`config.mk`:
```
export PLATFORM = sky130hd
export DESIGN_NAME = heron_sqrt_with_aitken_stop
export DESIGN_NICKNAME = d
export VERILOG_FILES = /design/src/rtl/hsa_pkg.sv /design/src/rtl/hsa_datapath.sv /design/src/rtl/hsa_ctrl.sv /design/src/rtl/heron_sqrt_with_aitken_stop.sv
export SDC_FILE = /design/constraint.sdc
export NUM_CORES = 2
export LEC_CHECK = 0
export BUFFER_PORTS_ARGS = -buffer_cell sky130_fd_sc_hd__buf_2
export CORE_MARGIN = 2
export CORE_UTILIZATION = 60
export CTS_CLUSTER_SIZE = 40
export DETAILED_ROUTE_END_ITERATION = 8
export PLACE_DENSITY = 0.77
export SYNTH_ARGS = -nofsm -noshare
export SYNTH_HDL_FRONTEND = slang
export SYNTH_SLANG_ARGS = --single-unit
```
`constraint.sdc`:
```
create_clock -name aclk -period 16.6 [get_ports aclk]
set_clock_uncertainty 0.15 [all_clocks]
set_input_delay 1.66 -clock aclk [delete_from_list [all_inputs] [get_ports aclk]]
set_output_delay 1.66 -clock aclk [all_outputs]
set_load 0.005 [all_outputs]
```
`src/rtl/hsa_pkg.sv`:
```
// ----------------------------------------------------------------------------
// hsa_pkg: shared types and codes for the Heron square-root block
// Status codes and the controller-to-datapath command and status structs.
// ----------------------------------------------------------------------------
package hsa_pkg;

    localparam int STATUS_WIDTH = 3;
    localparam int TOL_WIDTH    = 31;
    localparam int LIM_WIDTH    = 8;

    localparam logic [STATUS_WIDTH-1:0] ST_OK         = 3'd0;
    localparam logic [STATUS_WIDTH-1:0] ST_BAD_TOL    = 3'd1;
    localparam logic [STATUS_WIDTH-1:0] ST_NEG_GUESS  = 3'd2;
    localparam logic [STATUS_WIDTH-1:0] ST_NEG_RAD    = 3'd3;
    localparam logic [STATUS_WIDTH-1:0] ST_ZERO_GUESS = 3'd4;
    localparam logic [STATUS_WIDTH-1:0] ST_LIMIT      = 3'd5;

    localparam logic CFG_TOLERANCE = 1'b0;
    localparam logic CFG_LIMIT     = 1'b1;

    // operation selector for the datapath
    typedef enum logic [2:0] {
        OP_NONE,
        OP_LOAD,     // capture radicand and guess
        OP_DIV,      // start Heron quotient a*2^F/x0 or a*2^F/x1
        OP_STEP,     // x2 <= (x1 + q)/2
        OP_AIT_MUL,  // start product d1*d2 and tol*den
        OP_STEP0,    // x1 <= (x0 + q)/2 after first division
        OP_DIVN      // shift iterates down and start a*2^F/x2
    } dp_op_t;

    typedef struct packed {
        dp_op_t op;
        logic   div_from_x0;
    } dp_cmd_t;

    typedef struct packed {
        logic busy;       // divider or multiplier running
        logic x1_eq_x0;
        logic ait_small;  // valid after OP_AIT_MUL completes
    } dp_stat_t;

endpackage

```
`src/rtl/hsa_datapath.sv`:
```
// ----------------------------------------------------------------------------
// hsa_datapath: iterates, shared restoring divider and shift-add multiplier
// One quotient bit or one multiplier bit per cycle.
// ----------------------------------------------------------------------------
module hsa_datapath #(
    parameter int VALUE_WIDTH = 32,
    parameter int FRAC_BITS   = 16
) (
    input  logic                                aclk,
    input  logic                                aresetn,
    input  hsa_pkg::dp_cmd_t                    cmd,
    input  logic [VALUE_WIDTH-1:0]              radicand,
    input  logic [VALUE_WIDTH-1:0]              guess,
    input  logic [hsa_pkg::TOL_WIDTH-1:0]       tolerance,
    output hsa_pkg::dp_stat_t                   stat,
    output logic [VALUE_WIDTH-1:0]              x2_out
);

    localparam int DIV_STEPS = VALUE_WIDTH - 1 + FRAC_BITS;
    localparam int DCW       = $clog2(DIV_STEPS + 1);
    localparam int MW        = (VALUE_WIDTH > hsa_pkg::TOL_WIDTH)
                               ? VALUE_WIDTH + 1 : hsa_pkg::TOL_WIDTH + 1;
    localparam int MCW       = $clog2(MW + 1);
    localparam int PW        = 2 * MW;
    localparam logic [VALUE_WIDTH-1:0] VMAX = {1'b0, {(VALUE_WIDTH-1){1'b1}}};

    logic [VALUE_WIDTH-1:0] a_reg, x0_reg, x1_reg, x2_reg;
    logic [VALUE_WIDTH-1:0] dsor_reg;
    logic [DIV_STEPS-1:0]   dividend_reg;
    logic [VALUE_WIDTH:0]   rem_reg;
    logic [VALUE_WIDTH:0]   q_reg;
    logic                   sat_reg;
    logic [DCW-1:0]         dcnt_reg;
    logic                   dbusy_reg;

    logic [MW-1:0]          pa_reg, pb_reg, ta_reg, tb_reg;
    logic [PW-1:0]          pacc_reg, tacc_reg;
    logic [MCW-1:0]         mcnt_reg;
    logic                   mbusy_reg;
    logic                   den_zero_reg;

    logic [VALUE_WIDTH:0]   rem_sh;
    logic                   take;
    logic [VALUE_WIDTH:0]   q_sh;
    logic [VALUE_WIDTH-1:0] quot;
    logic [VALUE_WIDTH:0]   heron_sum;
    logic [VALUE_WIDTH-1:0] heron_x;
    logic [MW-1:0]          d1, d2, s02, t2, den;

    // long-division step
    always_comb begin
        rem_sh = {rem_reg[VALUE_WIDTH-1:0], dividend_reg[DIV_STEPS-1]};
        take   = (rem_sh >= {1'b0, dsor_reg});
        q_sh   = {q_reg[VALUE_WIDTH-1:0], take};
    end

    assign quot      = (dsor_reg == '0 || sat_reg) ? VMAX : q_reg[VALUE_WIDTH-1:0];
    assign heron_sum = {1'b0, (cmd.op == hsa_pkg::OP_STEP0) ? x0_reg : x1_reg}
                       + {1'b0, quot};
    assign heron_x   = heron_sum[VALUE_WIDTH:1];

    always_comb begin
        d1  = (x1_reg >= x0_reg) ? MW'(x1_reg - x0_reg) : MW'(x0_reg - x1_reg);
        d2  = (x2_reg >= x1_reg) ? MW'(x2_reg - x1_reg) : MW'(x1_reg - x2_reg);
        s02 = MW'(x0_reg) + MW'(x2_reg);
        t2  = MW'({x1_reg, 1'b0});
        den = (t2 >= s02) ? (t2 - s02) : (s02 - t2);
    end

    always_ff @(posedge aclk) begin
        if (!aresetn) begin
            dbusy_reg <= 1'b0;
            mbusy_reg <= 1'b0;
        end else begin
            case (cmd.op)
                hsa_pkg::OP_LOAD: begin
                    a_reg  <= radicand;
                    x0_reg <= guess;
                end
                hsa_pkg::OP_DIV: begin
                    dsor_reg     <= cmd.div_from_x0 ? x0_reg : x1_reg;
                    dividend_reg <= {a_reg[VALUE_WIDTH-2:0], {FRAC_BITS{1'b0}}};
                    rem_reg      <= '0;
                    q_reg        <= '0;
                    sat_reg      <= 1'b0;
                    dcnt_reg     <= DCW'(DIV_STEPS);
                    dbusy_reg    <= 1'b1;
                end
                hsa_pkg::OP_DIVN: begin
                    // advance the window and divide by the newest iterate
                    x0_reg       <= x1_reg;
                    x1_reg       <= x2_reg;
                    dsor_reg     <= x2_reg;
                    dividend_reg <= {a_reg[VALUE_WIDTH-2:0], {FRAC_BITS{1'b0}}};
                    rem_reg      <= '0;
                    q_reg        <= '0;
                    sat_reg      <= 1'b0;
                    dcnt_reg     <= DCW'(DIV_STEPS);
                    dbusy_reg    <= 1'b1;
                end
                hsa_pkg::OP_STEP0: x1_reg <= heron_x;
                hsa_pkg::OP_STEP:  x2_reg <= heron_x;
                hsa_pkg::OP_AIT_MUL: begin
                    pa_reg       <= d1;
                    pb_reg       <= d2;
                    ta_reg       <= MW'(tolerance);
                    tb_reg       <= den;
                    pacc_reg     <= '0;
                    tacc_reg     <= '0;
                    mcnt_reg     <= MCW'(MW);
                    den_zero_reg <= (den == '0);
                    mbusy_reg    <= 1'b1;
                end
                default: ;
            endcase
            if (dbusy_reg) begin
                rem_reg      <= take ? (rem_sh - {1'b0, dsor_reg}) : rem_sh;
                dividend_reg <= {dividend_reg[DIV_STEPS-2:0], 1'b0};
                if (!sat_reg) begin
                    q_reg <= q_sh;
                    if (q_sh > {1'b0, VMAX}) sat_reg <= 1'b1;
                end
                dcnt_reg <= dcnt_reg - 1'b1;
                if (dcnt_reg == DCW'(1)) dbusy_reg <= 1'b0;
            end
            if (mbusy_reg) begin
                // shift-add, MSB of multiplier first
                pacc_reg <= {pacc_reg[PW-2:0], 1'b0}
                            + (pb_reg[MW-1] ? PW'(pa_reg) : '0);
                tacc_reg <= {tacc_reg[PW-2:0], 1'b0}
                            + (tb_reg[MW-1] ? PW'(ta_reg) : '0);
                pb_reg   <= {pb_reg[MW-2:0], 1'b0};
                tb_reg   <= {tb_reg[MW-2:0], 1'b0};
                mcnt_reg <= mcnt_reg - 1'b1;
                if (mcnt_reg == MCW'(1)) mbusy_reg <= 1'b0;
            end
        end
    end

    assign stat.busy      = dbusy_reg | mbusy_reg;
    assign stat.x1_eq_x0  = (x1_reg == x0_reg);
    assign stat.ait_small = !den_zero_reg && (pacc_reg < tacc_reg);
    assign x2_out         = x2_reg;

endmodule

```
`src/rtl/hsa_ctrl.sv`:
```
// ----------------------------------------------------------------------------
// hsa_ctrl: sequencer for Heron iterations and the Aitken stop test
// Screens the operands, issues divisions and products, builds the result.
// ----------------------------------------------------------------------------
module hsa_ctrl #(
    parameter int VALUE_WIDTH = 32
) (
    input  logic                              aclk,
    input  logic                              aresetn,
    input  logic                              s_valid,
    output logic                              s_ready,
    input  logic [VALUE_WIDTH-1:0]            s_radicand,
    input  logic [VALUE_WIDTH-1:0]            s_initial_guess,
    output logic                              m_valid,
    input  logic                              m_ready,
    output logic [VALUE_WIDTH-1:0]            m_root,
    output logic [hsa_pkg::STATUS_WIDTH-1:0]  m_status,
    input  logic [hsa_pkg::TOL_WIDTH-1:0]     tolerance,
    input  logic [hsa_pkg::LIM_WIDTH-1:0]     iteration_limit,
    output hsa_pkg::dp_cmd_t                  cmd,
    input  hsa_pkg::dp_stat_t                 stat,
    input  logic [VALUE_WIDTH-1:0]            x2
);

    typedef enum logic [3:0] {
        S_IDLE, S_DIV0, S_WAIT0, S_DIV1, S_WAIT1,
        S_TEST, S_WAITM, S_DECIDE, S_DIVN, S_WAITN, S_OUT
    } state_t;

    state_t                                state_reg;
    logic [hsa_pkg::LIM_WIDTH-1:0]         count_reg;
    logic                                  m_valid_reg;
    logic [VALUE_WIDTH-1:0]                root_reg;
    logic [hsa_pkg::STATUS_WIDTH-1:0]      status_reg;
    logic [VALUE_WIDTH-1:0]                m_root_reg;
    logic [hsa_pkg::STATUS_WIDTH-1:0]      m_status_reg;
    logic                                  accept;
    logic                                  out_load;

    assign s_ready  = (state_reg == S_IDLE);
    assign accept   = s_valid && s_ready;
    // hand the finished item to the output register once it is free
    assign out_load = (state_reg == S_OUT) && (!m_valid_reg || m_ready);

    always_comb begin
        cmd.op          = hsa_pkg::OP_NONE;
        cmd.div_from_x0 = 1'b0;
        case (state_reg)
            S_IDLE:  if (accept) cmd.op = hsa_pkg::OP_LOAD;
            S_DIV0:  begin cmd.op = hsa_pkg::OP_DIV; cmd.div_from_x0 = 1'b1; end
            S_WAIT0: if (!stat.busy) cmd.op = hsa_pkg::OP_STEP0;
            S_DIV1:  cmd.op = hsa_pkg::OP_DIV;
            S_WAIT1: if (!stat.busy) begin
                cmd.op = hsa_pkg::OP_STEP; cmd.div_from_x0 = 1'b1;
            end
            S_TEST:  if (count_reg < iteration_limit && !stat.x1_eq_x0)
                cmd.op = hsa_pkg::OP_AIT_MUL;
            S_DIVN:  cmd.op = hsa_pkg::OP_DIVN;
            S_WAITN: if (!stat.busy) cmd.op = hsa_pkg::OP_STEP;
            default: ;
        endcase
    end

    always_ff @(posedge aclk) begin
        if (!aresetn) begin
            state_reg   <= S_IDLE;
            m_valid_reg <= 1'b0;
            count_reg   <= '0;
        end else begin
            if (out_load) begin
                m_valid_reg  <= 1'b1;
                m_root_reg   <= root_reg;
                m_status_reg <= status_reg;
            end else if (m_valid_reg && m_ready) begin
                m_valid_reg <= 1'b0;
            end
            case (state_reg)
                S_IDLE: if (accept) begin
                    root_reg  <= '0;
                    count_reg <= hsa_pkg::LIM_WIDTH'(2);
                    if (tolerance == '0) begin
                        status_reg <= hsa_pkg::ST_BAD_TOL; state_reg <= S_OUT;
                    end else if (s_initial_guess[VALUE_WIDTH-1]) begin
                        status_reg <= hsa_pkg::ST_NEG_GUESS; state_reg <= S_OUT;
                    end else if (s_radicand[VALUE_WIDTH-1]) begin
                        status_reg <= hsa_pkg::ST_NEG_RAD; state_reg <= S_OUT;
                    end else if (s_initial_guess == '0) begin
                        status_reg <= hsa_pkg::ST_ZERO_GUESS; state_reg <= S_OUT;
                    end else begin
                        status_reg <= hsa_pkg::ST_LIMIT; state_reg <= S_DIV0;
                    end
                end
                S_DIV0:  state_reg <= S_WAIT0;
                S_WAIT0: if (!stat.busy) state_reg <= S_DIV1;
                S_DIV1:  state_reg <= S_WAIT1;
                S_WAIT1: if (!stat.busy) state_reg <= S_TEST;
                S_TEST: begin
                    if (count_reg >= iteration_limit) begin
                        root_reg <= x2; state_reg <= S_OUT;
                    end else if (stat.x1_eq_x0) begin
                        root_reg <= x2; status_reg <= hsa_pkg::ST_OK;
                        state_reg <= S_OUT;
                    end else begin
                        state_reg <= S_WAITM;
                    end
                end
                S_WAITM: if (!stat.busy) state_reg <= S_DECIDE;
                S_DECIDE: begin
                    if (stat.ait_small) begin
                        root_reg <= x2; status_reg <= hsa_pkg::ST_OK;
                        state_reg <= S_OUT;
                    end else begin
                        state_reg <= S_DIVN;
                    end
                end
                S_DIVN:  state_reg <= S_WAITN;
                S_WAITN: if (!stat.busy) begin
                    count_reg <= count_reg + 1'b1;
                    state_reg <= S_TEST;
                end
                S_OUT: if (out_load) state_reg <= S_IDLE;
                default: state_reg <= S_IDLE;
            endcase
        end
    end

    assign m_valid  = m_valid_reg;
    assign m_root   = m_root_reg;
    assign m_status = m_status_reg;

    a_accept_leaves_idle: assert property (@(posedge aclk) disable iff (!aresetn)
        (s_valid && s_ready) |=> !s_ready) else $error("input taken twice in a row");
    a_out_hold: assert property (@(posedge aclk) disable iff (!aresetn)
        (m_valid && !m_ready) |=> (m_valid && $stable(m_root) && $stable(m_status)))
        else $error("result changed while stalled");
    a_err_zero: assert property (@(posedge aclk) disable iff (!aresetn)
        (m_valid && m_status != hsa_pkg::ST_OK && m_status != hsa_pkg::ST_LIMIT)
        |-> (m_root == '0)) else $error("error status with nonzero root");

endmodule

```
`src/rtl/heron_sqrt_with_aitken_stop.sv`:
```
// ----------------------------------------------------------------------------
// heron_sqrt_with_aitken_stop: Heron square root with Aitken stop test
// Signed fixed-point root by Newton steps, one result beat per input beat.
// ----------------------------------------------------------------------------
// One item is worked at a time. Each Heron step costs one division through a
// shared restoring divider at one quotient bit a cycle; each stop test costs a
// shift-add product pass. An item runs two opening steps, then rounds of stop
// test and step until the test passes or the iteration limit is reached (reset
// limit 32); a limit of two or less runs only the two opening steps. Rejected
// operands go straight to the result without any iteration. A finished result
// sits in an output register, so the next item can be taken and worked while it
// waits. Configuration writes are taken at any time and should only be issued
// while idle.
module heron_sqrt_with_aitken_stop #(
    parameter int VALUE_WIDTH = 32,
    parameter int FRAC_BITS   = 16
) (
    input  logic                             aclk,
    input  logic                             aresetn,
    input  logic                             s_valid,
    output logic                             s_ready,
    input  logic signed [VALUE_WIDTH-1:0]    s_radicand,
    input  logic signed [VALUE_WIDTH-1:0]    s_initial_guess,
    output logic                             m_valid,
    input  logic                             m_ready,
    output logic signed [VALUE_WIDTH-1:0]    m_root,
    output logic [hsa_pkg::STATUS_WIDTH-1:0] m_status,
    input  logic                             cfg_valid,
    output logic                             cfg_ready,
    input  logic                             cfg_index,
    input  logic [31:0]                      cfg_data
);

    logic [hsa_pkg::TOL_WIDTH-1:0] tol_reg;
    logic [hsa_pkg::LIM_WIDTH-1:0] lim_reg;
    hsa_pkg::dp_cmd_t              cmd;
    hsa_pkg::dp_stat_t             stat;
    logic [VALUE_WIDTH-1:0]        x2;
    logic [VALUE_WIDTH-1:0]        root_u;

    assign cfg_ready = 1'b1;

    always_ff @(posedge aclk) begin
        if (!aresetn) begin
            tol_reg <= hsa_pkg::TOL_WIDTH'(66);
            lim_reg <= hsa_pkg::LIM_WIDTH'(32);
        end else if (cfg_valid) begin
            case (cfg_index)
                hsa_pkg::CFG_TOLERANCE: tol_reg <= cfg_data[hsa_pkg::TOL_WIDTH-1:0];
                hsa_pkg::CFG_LIMIT:     lim_reg <= cfg_data[hsa_pkg::LIM_WIDTH-1:0];
                default: ;
            endcase
        end
    end

    hsa_ctrl #(.VALUE_WIDTH(VALUE_WIDTH)) u_ctrl (
        .aclk, .aresetn, .s_valid, .s_ready,
        .s_radicand(s_radicand), .s_initial_guess(s_initial_guess),
        .m_valid, .m_ready, .m_root(root_u), .m_status,
        .tolerance(tol_reg), .iteration_limit(lim_reg),
        .cmd, .stat, .x2
    );

    hsa_datapath #(.VALUE_WIDTH(VALUE_WIDTH), .FRAC_BITS(FRAC_BITS)) u_dp (
        .aclk, .aresetn, .cmd,
        .radicand(s_radicand), .guess(s_initial_guess),
        .tolerance(tol_reg), .stat, .x2_out(x2)
    );

    assign m_root = root_u;

endmodule

```
==> reports/results.txt <==
Outcome: complete, no violations
Unrepaired setup endpoints after global routing: false
Worst path slowest cell: or4_1
Crit path buffers/inverters: 1
Port Buffers: 137
Deepest clock path buffer count: 3
First-pass DRT Iterations: 8
Worst Setup SP: u_dp.x2_out[1]$_DFFE_PP_
Async SR Flop Fraction: 0%
Worst EP arrival: 8.93 ns
Initial drt markers: 3902
First-pass GRT wire length: 207.8 mm
Worst-margin pin slew: 1.245 ns
Clock tree root buffer cell: clkbuf_16
Die Span X: 283.6 um
Count leader, synth: edfxtp_1
Synth cell count leaders: 600 x edfxtp_1, 468 x nand2_1, 440 x a21oi_1
Synth warnings: 0
Mapped Avg Cell Area: 9.375 um^2
CP Capture Type: flip-flop
Syn-to-layout area delta: 8.706%
Num CTS Buffers: 75
Avg WL per Cell: 22.22 um
Core area: 77470 um^2
Top Family by Delay on Critical Path: simple AND/OR/NAND/NOR gates
Die Height: 283.6 um
Setup_tns: 0 ns
Worst R2R Start: u_dp.x2_out[1]$_DFFE_PP_
Fillers: 6344
Die area: 80410 um^2
Count of non-filler cells in the finished layout: 6144
Hold WC Path Type: flip-flop to flip-flop
Yosys reg bits: 654
Place WS: 8.344 ns
CTS resizes: 0
# nets final: 5581
Power density cells: 221.4 nW/um^2
Worst Path Required: 16.87 ns
Synth cell types: 92
Io pins: 140
Mapped cell area: 46890 um^2
H-tree Lvls: 3
Share of cells above drive strength 1: 9.445%
Maxcap violations: 0
Util after Layout: 65.81%
Worst path max stage delay: 0.55 ns
Reg clk slew, reported paths: 0.06 ns
Max rail drop VDD: 0.0001338 V
Final count of negative-setup-slack endpoints: 0
Post-CTS Hold Fix Bufs: 0
Via count of the first global-routing pass: 36490
Final count of hold timing violations: 0
Synth top area cells: edfxtp_1 38%, ha_1 11%, a21oi_1 4.7%
Setup ws final: 7.936 ns
Setup Fix Bufs, Post-CTS: 0
Global route overflow: 0
Vias per cell: 6.268
Top FF cell, synth: edfxtp_1
Pleak: 20.88 nW
GPL Wtd Cong: 1.068
Crit share post-route: 52.19%
Critical path type: flip-flop to flip-flop
Maximum clock frequency: 0.1154 GHz
Startpoint Class: flip-flop
Clk Latency, worst-skew pair: 0.66 ns
Pin count of the biggest net entering global routing: 156
Tot GR Track Use: 33.04%
Worst hold slack: 0.2677 ns
Synthesized net count: 5541
Cells after DPL: 6005
Area of the multi-input gates: 25840 um^2
Post-synth EDFFs: 600
Sequential Area: 19100 um^2
Yosys top cell by area: edfxtp_1
Max-slew violations: 0
HPWL after DPL: 103.9 mm
DRC errors left: 0
Rows: 102
Critical path peak fanout: 23
Synth Instances: 5002
Final Routed Wirelength: 136.5 mm
Min-delay src: u_ctrl.root_reg[18]$_SDFFCE_PN0P_
Initial antenna violation count: 5
Starting Density: 60.54%
Vias post-DR: 38510
ANT nets after route: 0
Clock tree sinks: 654
CP most frequent cell: nand4_1
Max-slew headroom: 16.75%
Tmin final: 8.664 ns
Area share of the largest cell type after synthesis: 38.42%
Post-synthesis sequential area ratio: 40.73%
CTS tree: yes
[cell usage in the layout (no fill, tap or decap), types with 87 or more instances in the layout]
| master | count |
|---|---|
| inv_1 | 326 |
| nand2_1 | 467 |
| mux2_2 | 106 |
| nor3_1 | 97 |
| nand3_1 | 87 |
| ha_1 | 426 |
| and2_1 | 89 |
| xnor2_1 | 175 |
| a21o_1 | 193 |
| o21ai_0 | 356 |
| edfxtp_1 | 600 |
| a21oi_1 | 437 |
| nor2_1 | 411 |
| buf_2 | 137 |
| xor2_1 | 100 |
[worst paths after layout]
check | slack [ns] | depth (start not counted) | end
setup / recovery | 7.94 | 25 | u_dp.den_zero_reg$_DFFE_PP_
hold / removal | 0.27 | 0 | u_ctrl.m_root[18]$_DFFE_PP_
setup reg to reg | 7.94 | 25 | u_dp.den_zero_reg$_DFFE_PP_
hold reg to reg | 0.27 | 0 | u_ctrl.m_root[18]$_DFFE_PP_
[kinds of logic (layout without fill, tap and decap cells)]
| logic type | Yosys count | count (layout) | synth area share (%) |
|---|---|---|---|
| AND/OR/NAND/NOR | 1573 | 1573 | 16.05 |
| flip-flops | 654 | 654 | 40.73 |
| AO/OA/AOI/OAI | 1370 | 1370 | 18.13 |
| multiplexers | 156 | 156 | 3.642 |
| XOR/XNOR | 275 | 275 | 5.136 |
| other | 1 | 2 | 0.007997 |
| adder cells (fa/ha/maj) | 437 | 437 | 11.84 |
| buffers and inverters | 536 | 637 | 4.469 |
[per-layer routing]
layer  up-vias  share of wire (%)  global-route usage (%)
li1      18170                  -                       -
met2      1616                 46                   53.68
met4         4                6.3                   18.11
met1     18330                 41                   42.98
met5         -              0.015                       0
met3       394                7.1                   4.333
[stage by stage]
step	total power, mW	instance area (um^2)
3_5_place_dp	9.388	48430
4_1_cts	11.14	50980
6_report	11.29	50980
2_1_floorplan	7.702	46900
5_1_grt	11.99	50980
3_3_place_gp	9.261	48430
[cell type report]
| class | count | area share [%] |
|---|---|---|
| antenna | 1 | 0.004909 |
| clock buffer | 97 | 3.981 |
| clock inverter | 41 | 1.009 |
| inverter | 328 | 2.425 |
| multi-input combinational | 3812 | 50.69 |
| sequential | 654 | 37.47 |
| tap | 1040 | 2.553 |
| timing repair buffer | 171 | 1.870 |
[report_power, final]
group	switching (mW)	internal, mW	total, mW
combinational	4.19	2.52	6.70
clock	0.725	0.988	1.71
sequential	0.300	2.57	2.87
[worst register-to-register path: cells and delay by family, from the launching register on]
kind,cells,cell delay [ns]
AND/OR/NAND/NOR,10,3.08
AO/OA/AOI/OAI,9,2.73
adder cells (fa/ha/maj),2,0.91
flip-flops,1,0.49
XOR/XNOR,2,0.42
multiplexers,1,0.38
buffers and inverters,1,0.25
Power figures use the tool's default switching activity.
